## src/ebmlid_pkg.sv

```systemverilog
// ----------------------------------------------------------------------------
// ebmlid_pkg
// shared types and constants of the ebml element id stream decoder
// ----------------------------------------------------------------------------
`default_nettype none

package ebmlid_pkg;

    localparam int unsigned ID_W     = 29;
    localparam int unsigned LEN_W    = 4;
    localparam int unsigned BYTE_W   = 8;
    localparam int unsigned TDATA_W  = 40;

    // result status codes
    typedef enum logic [1:0] {
        STATUS_OK         = 2'd0,
        STATUS_BAD_VARINT = 2'd1,
        STATUS_BAD_ID     = 2'd2
    } status_t;

    // all-ones value of each valid id length, which is reserved
    localparam logic [ID_W-1:0] ID_ONES_1 = 29'h0000_00FF;
    localparam logic [ID_W-1:0] ID_ONES_2 = 29'h0000_7FFF;
    localparam logic [ID_W-1:0] ID_ONES_3 = 29'h003F_FFFF;
    localparam logic [ID_W-1:0] ID_ONES_4 = 29'h1FFF_FFFF;

    // one result word
    typedef struct packed {
        logic [ID_W-1:0]  element_id;
        logic [LEN_W-1:0] id_length;
        status_t          status;
    } result_t;

endpackage

`default_nettype wire

```

## src/ebmlid_check.sv

```systemverilog
// ----------------------------------------------------------------------------
// ebmlid_check
// validates a completed id against its declared length and forms the result
// ----------------------------------------------------------------------------
`default_nettype none

module ebmlid_check (
    input  wire logic [ebmlid_pkg::ID_W-1:0]  id_value,
    input  wire logic [ebmlid_pkg::LEN_W-1:0] id_length,
    output ebmlid_pkg::result_t               result
);

    logic id_ok;

    // lengths one to four are valid unless the value is all ones
    always_comb begin
        unique case (id_length)
            4'd1:    id_ok = (id_value != ebmlid_pkg::ID_ONES_1);
            4'd2:    id_ok = (id_value != ebmlid_pkg::ID_ONES_2);
            4'd3:    id_ok = (id_value != ebmlid_pkg::ID_ONES_3);
            4'd4:    id_ok = (id_value != ebmlid_pkg::ID_ONES_4);
            default: id_ok = 1'b0;
        endcase
    end

    // invalid ids report a zero value
    always_comb begin
        result.element_id = id_ok ? id_value : '0;
        result.id_length  = id_length;
        result.status     = id_ok ? ebmlid_pkg::STATUS_OK : ebmlid_pkg::STATUS_BAD_ID;
    end

endmodule

`default_nettype wire

```

## src/ebml_id_stream_decoder.sv

```systemverilog
// ----------------------------------------------------------------------------
// ebml_id_stream_decoder
// byte stream parser for ebml element ids with one result word per id
// ----------------------------------------------------------------------------
// One byte word is accepted every cycle while the result side keeps up. Each
// byte passes an input register, then the decode logic updates the byte
// count and accumulator and loads the result register as the last byte of an
// id leaves the input register. A stalled result holds in the output register
// while one more byte still enters the input register; the input side stalls
// only when both registers are full. A zero leading byte gives an invalid
// varint result at once; ids of five to eight bytes are consumed whole and
// reported as invalid ids.
// ----------------------------------------------------------------------------
`default_nettype none

module ebml_id_stream_decoder (
    input  wire logic        aclk,
    input  wire logic        aresetn,
    // s_axis_tdata: data_byte[7:0]
    input  wire logic        s_axis_tvalid,
    output logic             s_axis_tready,
    input  wire logic [7:0]  s_axis_tdata,
    // m_axis_tdata: element_id[28:0], id_length[32:29], status[34:33], zero[39:35]
    output logic             m_axis_tvalid,
    input  wire logic        m_axis_tready,
    output logic [39:0]      m_axis_tdata
);

    localparam int unsigned ID_W  = ebmlid_pkg::ID_W;
    localparam int unsigned LEN_W = ebmlid_pkg::LEN_W;

    // leading byte length from its highest set bit, zero when none
    function automatic logic [LEN_W-1:0] lead_length(input logic [7:0] b);
        logic [LEN_W-1:0] len;
        if (b[7]) begin
            len = 4'd1;
        end else if (b[6]) begin
            len = 4'd2;
        end else if (b[5]) begin
            len = 4'd3;
        end else if (b[4]) begin
            len = 4'd4;
        end else if (b[3]) begin
            len = 4'd5;
        end else if (b[2]) begin
            len = 4'd6;
        end else if (b[1]) begin
            len = 4'd7;
        end else if (b[0]) begin
            len = 4'd8;
        end else begin
            len = 4'd0;
        end
        return len;
    endfunction

    logic                   in_valid_reg;
    logic [7:0]             in_byte_reg;
    logic                   advance;

    logic [2:0]             remaining_reg, remaining_next;
    logic [ID_W-1:0]        acc_reg, acc_next;
    logic [LEN_W-1:0]       total_reg, total_next;
    logic [LEN_W-1:0]       lead_len;
    logic                   finish;
    logic                   bad_varint;

    ebmlid_pkg::result_t    chk_result;
    ebmlid_pkg::result_t    result_reg;
    logic                   out_valid_reg;

    // pipeline moves when the result register is free or being emptied
    assign advance       = in_valid_reg && (!out_valid_reg || m_axis_tready);
    assign s_axis_tready = !in_valid_reg || advance;

    // input register
    always_ff @(posedge aclk) begin
        if (!aresetn) begin
            in_valid_reg <= 1'b0;
        end else if (s_axis_tvalid && s_axis_tready) begin
            in_valid_reg <= 1'b1;
        end else if (advance) begin
            in_valid_reg <= 1'b0;
        end
    end

    always_ff @(posedge aclk) begin
        if (s_axis_tvalid && s_axis_tready) begin
            in_byte_reg <= s_axis_tdata;
        end
    end

    // decode step: leading byte or continuation byte
    always_comb begin
        lead_len       = lead_length(in_byte_reg);
        remaining_next = remaining_reg;
        acc_next       = acc_reg;
        total_next     = total_reg;
        finish         = 1'b0;
        bad_varint     = 1'b0;
        if (remaining_reg == 3'd0) begin
            if (lead_len == 4'd0) begin
                acc_next   = '0;
                total_next = '0;
                bad_varint = 1'b1;
            end else begin
                acc_next   = {{(ID_W-8){1'b0}}, in_byte_reg};
                total_next = lead_len;
                if (lead_len == 4'd1) begin
                    finish = 1'b1;
                end else begin
                    remaining_next = 3'(lead_len - 4'd1);
                end
            end
        end else begin
            acc_next       = {acc_reg[ID_W-9:0], in_byte_reg};
            remaining_next = remaining_reg - 3'd1;
            finish         = (remaining_reg == 3'd1);
        end
    end

    ebmlid_check u_check (
        .id_value  (acc_next),
        .id_length (total_next),
        .result    (chk_result)
    );

    // parser state
    always_ff @(posedge aclk) begin
        if (!aresetn) begin
            remaining_reg <= '0;
            acc_reg       <= '0;
            total_reg     <= '0;
        end else if (advance) begin
            remaining_reg <= remaining_next;
            acc_reg       <= acc_next;
            total_reg     <= total_next;
        end
    end

    // result register
    always_ff @(posedge aclk) begin
        if (!aresetn) begin
            out_valid_reg <= 1'b0;
        end else if (advance && (finish || bad_varint)) begin
            out_valid_reg <= 1'b1;
        end else if (m_axis_tready) begin
            out_valid_reg <= 1'b0;
        end
    end

    always_ff @(posedge aclk) begin
        if (advance && (finish || bad_varint)) begin
            if (bad_varint) begin
                result_reg.element_id <= '0;
                result_reg.id_length  <= 4'd1;
                result_reg.status     <= ebmlid_pkg::STATUS_BAD_VARINT;
            end else begin
                result_reg <= chk_result;
            end
        end
    end

    // output word packing
    assign m_axis_tvalid = out_valid_reg;
    assign m_axis_tdata  = {5'b0, result_reg.status, result_reg.id_length,
                            result_reg.element_id};

endmodule

`default_nettype wire

```

## config.mk

```make
export PLATFORM = sky130hd
export DESIGN_NAME = ebml_id_stream_decoder
export DESIGN_NICKNAME = d
export VERILOG_FILES = /design/src/ebmlid_pkg.sv /design/src/ebmlid_check.sv /design/src/ebml_id_stream_decoder.sv
export SDC_FILE = /design/constraint.sdc
export NUM_CORES = 1
export LEC_CHECK = 0
export BUFFER_PORTS_ARGS = -buffer_cell sky130_fd_sc_hd__buf_4
export CAP_MARGIN = 20
export CORE_UTILIZATION = 56
export DETAILED_ROUTE_END_ITERATION = 12
export GPL_ROUTABILITY_DRIVEN = 0
export MAX_ROUTING_LAYER = met4
export PLACE_DENSITY = 0.79
export SLEW_MARGIN = 20
export SYNTH_ARGS = -nofsm -noshare
export SYNTH_HDL_FRONTEND = slang
export SYNTH_SLANG_ARGS = --single-unit
```

## constraint.sdc

```tcl
create_clock -name aclk -period 5.2 [get_ports aclk]
set_input_delay 0.52 -clock aclk [delete_from_list [all_inputs] [get_ports aclk]]
set_output_delay 0.52 -clock aclk [all_outputs]
set_load 0.05 [all_outputs]
```

* Yosys cells after proc, flatten, opt, wreduce, memory -nomap -nowiden
Index checks and enable logic that the tools add are counted.
** Word-level totals
- Flip-flop bits (word level) :: 73
- Input bits :: 12
- Output and inout port bits :: 42
- Logic and storage cells :: 64
** Operators by class
- Add/subtract/negate cells :: 2
- Equal/unequal tests :: 12
- Multiplexer cells :: 26
- Bitwise gates (word level) :: 1
- Reduce and logical (&&, ||, !) cells :: 14
** Operators with widths (count)
- $mux W4 :: 10
- $mux W29 :: 1
- $ne A29 B15 Y1 const B :: 1
- $ne A29 B22 Y1 const B :: 1
- $ne A29 B29 Y1 const B :: 1
- $ne A29 B8 Y1 const B :: 1
- $mux W1 :: 9
- $mux W3 :: 3
- $eq A4 B1 Y1 const B :: 2
- $eq A4 B2 Y1 const B :: 2
- $mux W8 :: 1
- $sub A3 B1 Y3 const B :: 2
- $eq A4 B3 Y1 const B :: 1
- $logic_not A4 Y1 :: 1
- $ne A2 B2 Y1 const B :: 2
- $pmux W1 S4 :: 1
- $reduce_bool A2 Y1 :: 2
- $eq A3 B1 Y1 const B :: 1
- $logic_and A1 B1 Y1 :: 3
- $logic_not A3 Y1 :: 1
- $logic_or A1 B1 Y1 :: 3
- $reduce_and A3 Y1 :: 1
- $logic_not A1 Y1 :: 2
- $mux W2 :: 1
- 2 further kinds :: 2

* Logic depth before layout (Yosys ltp)
- Depth in word-level cells :: 15
- Depth in mapped cells :: 15

* Modules after synthesis
From an unflattened synthesis, not the netlist that was laid out.
** Unflattened totals
- Cell total of the unflattened synthesis :: 377
- Area total of the unflattened synthesis :: 3812.4 µm²
** By module, submodules not included
- ebml_id_stream_decoder :: instances 1, cells each 299, area each 3203.1 µm²
- ebmlid_check :: instances 1, cells each 78, area each 609.3 µm²

* Worst setup path before layout
Ideal clock, no wire load.
- Kind :: reg-to-reg
- Start point :: reg remaining_reg[0]
- End point :: reg result_reg (netlist bit m_axis_tdata[0]), enable pin
- Library setup time :: 441 ps
- Arrival :: 3390 ps
- Slack :: 1370 ps
- Stages on the path, launching flop included :: 11
- Path buffers :: 4
- Clock period less this slack :: 3830 ps
- Path through :: dfxtp_1 inv_1 ha_1 ha_1 clkbuf_1 clkbuf_1 clkbuf_1 clkbuf_1 nor2_1 nand2_1 a21oi_1
** Between the ends
- Cells in the longest elaborated chain, start to end :: 4
- Elaborated cells between the ends (all ways) :: 6
** RTL lines
- from (decl) :: RTL line ebml_id_stream_decoder.sv:61 : logic [2:0] remaining_reg, remaining_next;
- from (signal assigned) :: RTL line ebml_id_stream_decoder.sv:135 : remaining_reg <= remaining_next;
- $eq A3 B1 Y1 / $logic_not A3 Y1 (equally long branches) :: RTL line ebml_id_stream_decoder.sv:118, ebml_id_stream_decoder.sv:101
- $mux W1 :: RTL line ebml_id_stream_decoder.sv:101 : if (remaining_reg == 3'd0) begin
- $logic_or A1 B1 Y1 (*) :: RTL line ebml_id_stream_decoder.sv:153 : if (advance && (finish || bad_varint)) begin
- $logic_and A1 B1 Y1 (*) :: RTL line ebml_id_stream_decoder.sv:153
- to (signal assigned) :: RTL line ebml_id_stream_decoder.sv:159 : result_reg <= chk_result;
- to (decl) :: RTL line ebml_id_stream_decoder.sv:69 : ebmlid_pkg::result_t result_reg;
Every way passes the cells marked *; elsewhere a longest branch is shown, timed or not.
A chain may end at the register's enable or synchronous reset.

* Final worst setup path
- Start point :: reg in_byte_reg[5]
- End point :: reg result_reg (netlist bit m_axis_tdata[27]), data pin
** Between the ends
- Cells in the longest elaborated chain, start to end :: 10
- Elaborated cells between the ends (all ways) :: 21
** RTL lines
- from (decl) :: RTL line ebml_id_stream_decoder.sv:58 : logic [7:0] in_byte_reg;
- from (signal assigned) :: RTL line ebml_id_stream_decoder.sv:89 : in_byte_reg <= s_axis_tdata;
- $mux W4 :: RTL line ebml_id_stream_decoder.sv:39 : end else if (b[5]) begin
- $mux W4 :: RTL line ebml_id_stream_decoder.sv:37 : end else if (b[6]) begin
- $mux W4 :: RTL line ebml_id_stream_decoder.sv:35 : if (b[7]) begin
- $logic_not A4 Y1 :: RTL line ebml_id_stream_decoder.sv:102 : if (lead_len == 4'd0) begin
- $mux W8 / $mux W4 (equally long branches) :: RTL line ebml_id_stream_decoder.sv:102
- $mux W29 / $mux W4 (equally long branches) :: RTL line ebml_id_stream_decoder.sv:101
- $ne A29 B29 Y1, or another cell as far along :: RTL line ebmlid_check.sv:21 : 4'd4: id_ok = (id_value != ebmlid_pkg::ID_ONES_4);
- $pmux W1 S4 :: RTL line ebmlid_check.sv:17 : unique case (id_length)
- $not A1 Y1 (no line)
- $reduce_or A2 Y1 (no line) (*)
Marks and branches as above.

==> impl_results.md <==
- Initial antenna violation count: 0
- Final #Nets: 396
- Arr. time, crit path: 3.82 ns
- Sw frac: 28.9%
- Max H-tree Level: 3
- Post-Place Cells: 438
- Clock-pin slew on the worst setup and hold paths: about 0.070 ns
- Layout cell share with drive strength beyond 1: 19.8%
- Worst hold start: s_axis_tdata[0]
- Number of flip-flops in the largest register: 35
- Multi-input combinational cell area: 1290 um^2
- Reg area: 1890 um^2
- Crit path launch type: flop
- TritonCTS clock tree: built
- Port Buffer Count: 48
- Overall power: 0.00140 W
- Post-layout minimum cycle time: ~3.7 ns
- DR vias: around 2,600
- Top post-synthesis cells by area: edfxtp_1 39%, dfxtp_1 18%, nor2_1 8.2%, a21oi_1 4.7%, nand2b_1 3.2%
- Setup Buffers After CTS: 0
- Number of flops mapped to enable cells by yosys: 43
- Internal power: 0.000992 W
- Clock Path Buffers: 2
- Post-DP HPWL: 4370 um
- Worst-Skew Late Latency: 0.35 ns
- TritonRoute pass-1 iters: 5
- Worst min path class: input pin to flop
- Die W: 78.9 um
- Critical-path cell list: inv_1 > a221oi_1 > or2_2 > inv_1 > ha_1 > o21ba_1 > a31o_2 > a21oi_1 > inv_1 > o21ai_0 > a32o_1 > o31ai_4 > buf_4 > nor3b_1
- Sw power: 0.000404 W
- Worst reg2reg path depth: 14
- Clock power share: about a third
- Hold path depth: 1
- DRC Markers: 0
- Final hold violation count: 0
- Top FF cell, synth: edfxtp_1
- Count leader, synth: nor2_1
- Cell area after synthesis: about 3300 um^2
- IO Pins: 54
- Crit Path Max Fanout: 21
- Lkg Pwr: 1.46 nW
- Largest net degree at the start of global routing: 43
- Pwr dens: 356 nW/um^2
- Max Clock Skew: 0.00731 ns
- RSZ-0062 raised after global routing: no
- Antenna-violating nets left: 0
- DR WL/cell: 14.8 um
- Sequential share of power: 47.4%
- First-pass GRT wire length: 11,200 um
- Async SR Flop Fraction: 0%
- Fin worst setup slack: 1.48 ns
- Status: completed
- Via density: 5.69
- Final worst-path cycle share: 71.5%
- Synth Warn #: 0
- Final Slew Violations: 0
- Reg2reg start: in_byte_reg[5]
- Critical Path RT: approximately 5.3 ns
- Peak supply drop: 203 uV
- Placement Setup Slack: 1.59 ns
- Row count: 27
- Worst-margin pin slew: 0.917 ns
- Die H: 78.9 um
- Routed wire length: 6750 um
- Filler cell count: 436
- Mapped Cells: approximately 340
- Family with the most delay on the worst path: compound AO/OA/AOI/OAI gates
- TritonCTS buffer count: 9
- CP bufs+invs: 4
- Internal reg-to-reg setup slack: 1.48 ns
- DR iter-0 viols: ~250
- Slew Limit Headroom: 38.8%
- Sequential-to-total area share from yosys stat: 57.1%
- Vias in the first global route: between 2,000 and 2,500
- GR Overflow Total: 0
- Post-route setup TNS: 0 ns
- Setup crit end kind: flop
- N_diodes: 0
- Die area: 6230 um^2
- CP max stage cell: a221oi_1
- Most used cell, CP: inv_1
- CTS Sinks: 73
- Synth Register Bits: 73
- Max stage delay on crit path: 0.50 ns
- Max Fclk: 269 MHz
- Mean area per synthesized cell: 9.86 um^2
- Final setup viols: 0
- Yosys top cell by area: edfxtp_1
- Hold_buf cts: 0
- Layout overhead on the synthesized area: 18.3%
- R2r endpoint: m_axis_tdata[27]
- Initial Util: 59.1%
- CORE AREA: 5610 um^2
- Gr usage total: 24.5%
- Gate power share: 19.0%
- Yosys cell types: 48
- Synth cell count leaders: 72 x nor2_1, 43 x edfxtp_1, 31 x a21oi_1
- Max-cap violations: 0
- Crit Path Category: flop to flop
- Final Non-Filler Cells: 455
- CTS Root Cell: clkbuf_8
- Post_cts resized: 0
- Yosys top cell area share: 39.0%
- Hold endpoint: in_byte_reg[0]
power groups by stage:
| stage | Combinational [W] | Sequential (W) | Clock, W |
|---|---|---|---|
| after global routing | 0.000289 | 0.000665 | 0.000494 |
| after CTS | 0.000260 | 0.000662 | 0.000475 |
| after floorplan | 0.000155 | 0.000725 | 0 |
| final | 0.000265 | 0.000662 | 0.000468 |
| after global placement | 0.000255 | 0.000674 | 0 |
| after detailed placement | 0.000258 | 0.000675 | 0 |
layer usage:
metal	vias to the layer above	share of wire [%]	GRT usage, %
li1	1241	-	-
met1	1214	43	30.5
met2	110	48	37.4
met3	26	6.8	4.94
met4	0	3.0	14.0
met5	-	0	-
worst max path at each step:
stage	start	end	slack, ns	cells after the start
floorplan	remaining_reg[0]	m_axis_tdata[0]	1.37	10
CTS	in_byte_reg[5]	m_axis_tdata[22]	1.49	14
detailed placement	in_byte_reg[5]	m_axis_tdata[22]	1.59	13
global route	in_byte_reg[5]	m_axis_tdata[22]	1.13	14
global placement	in_byte_reg[5]	m_axis_tdata[26]	1.69	13
finish	in_byte_reg[5]	m_axis_tdata[27]	1.48	14
area by class of cell:
cell class	count	share of cell area, %
Clock buffer	9	3.16
Clock inverter	7	2.17
Inverter	9	0.861
Multi-Input combinational cell	233	32.8
Sequential cell	73	48.2
Tap cell	72	2.30
Timing Repair Buffer	52	10.5
cells in the final DEF, fill, tap and decap left out, types with 5 or more instances in the layout:
cell | synthesis | final
a21oi_1 | 31 | 30
buf_4 | 6 | 51
clkbuf_8 | 0 | 9
conb_1 | 1 | 5
dfxtp_1 | 30 | 30
edfxtp_1 | 43 | 43
ha_1 | 6 | 6
inv_1 | 9 | 9
nand2_1 | 26 | 26
nand2b_1 | 17 | 17
nand3_1 | 9 | 9
nand4_1 | 5 | 5
nor2_1 | 72 | 72
nor2b_1 | 5 | 5
nor3b_1 | 9 | 9
o21ai_0 | 5 | 5
through the flow:
step	area (um^2)	hold slack, ns	util [%]
after floorplan	3330	0.453	-
after global placement	3690	0.470	65.7
after detailed placement	3690	0.475	65.7
after CTS	3890	0.336	69.5
after global routing	3920	0.337	69.9
final	3920	0.346	69.9
cell families after synthesis:
kind of cell | count (synthesis) | synth area share, %
AND/OR/NAND/NOR | 160 | 23.0
flip-flops | 73 | 57.1
AO/OA/AOI/OAI | 59 | 11.6
buffers and inverters | 34 | 4.87
adder cells (fa/ha/maj) | 6 | 2.26
multiplexers | 2 | 0.755
other | 1 | 0.113
XOR/XNOR | 1 | 0.264
Power figures use the tool's default switching activity.
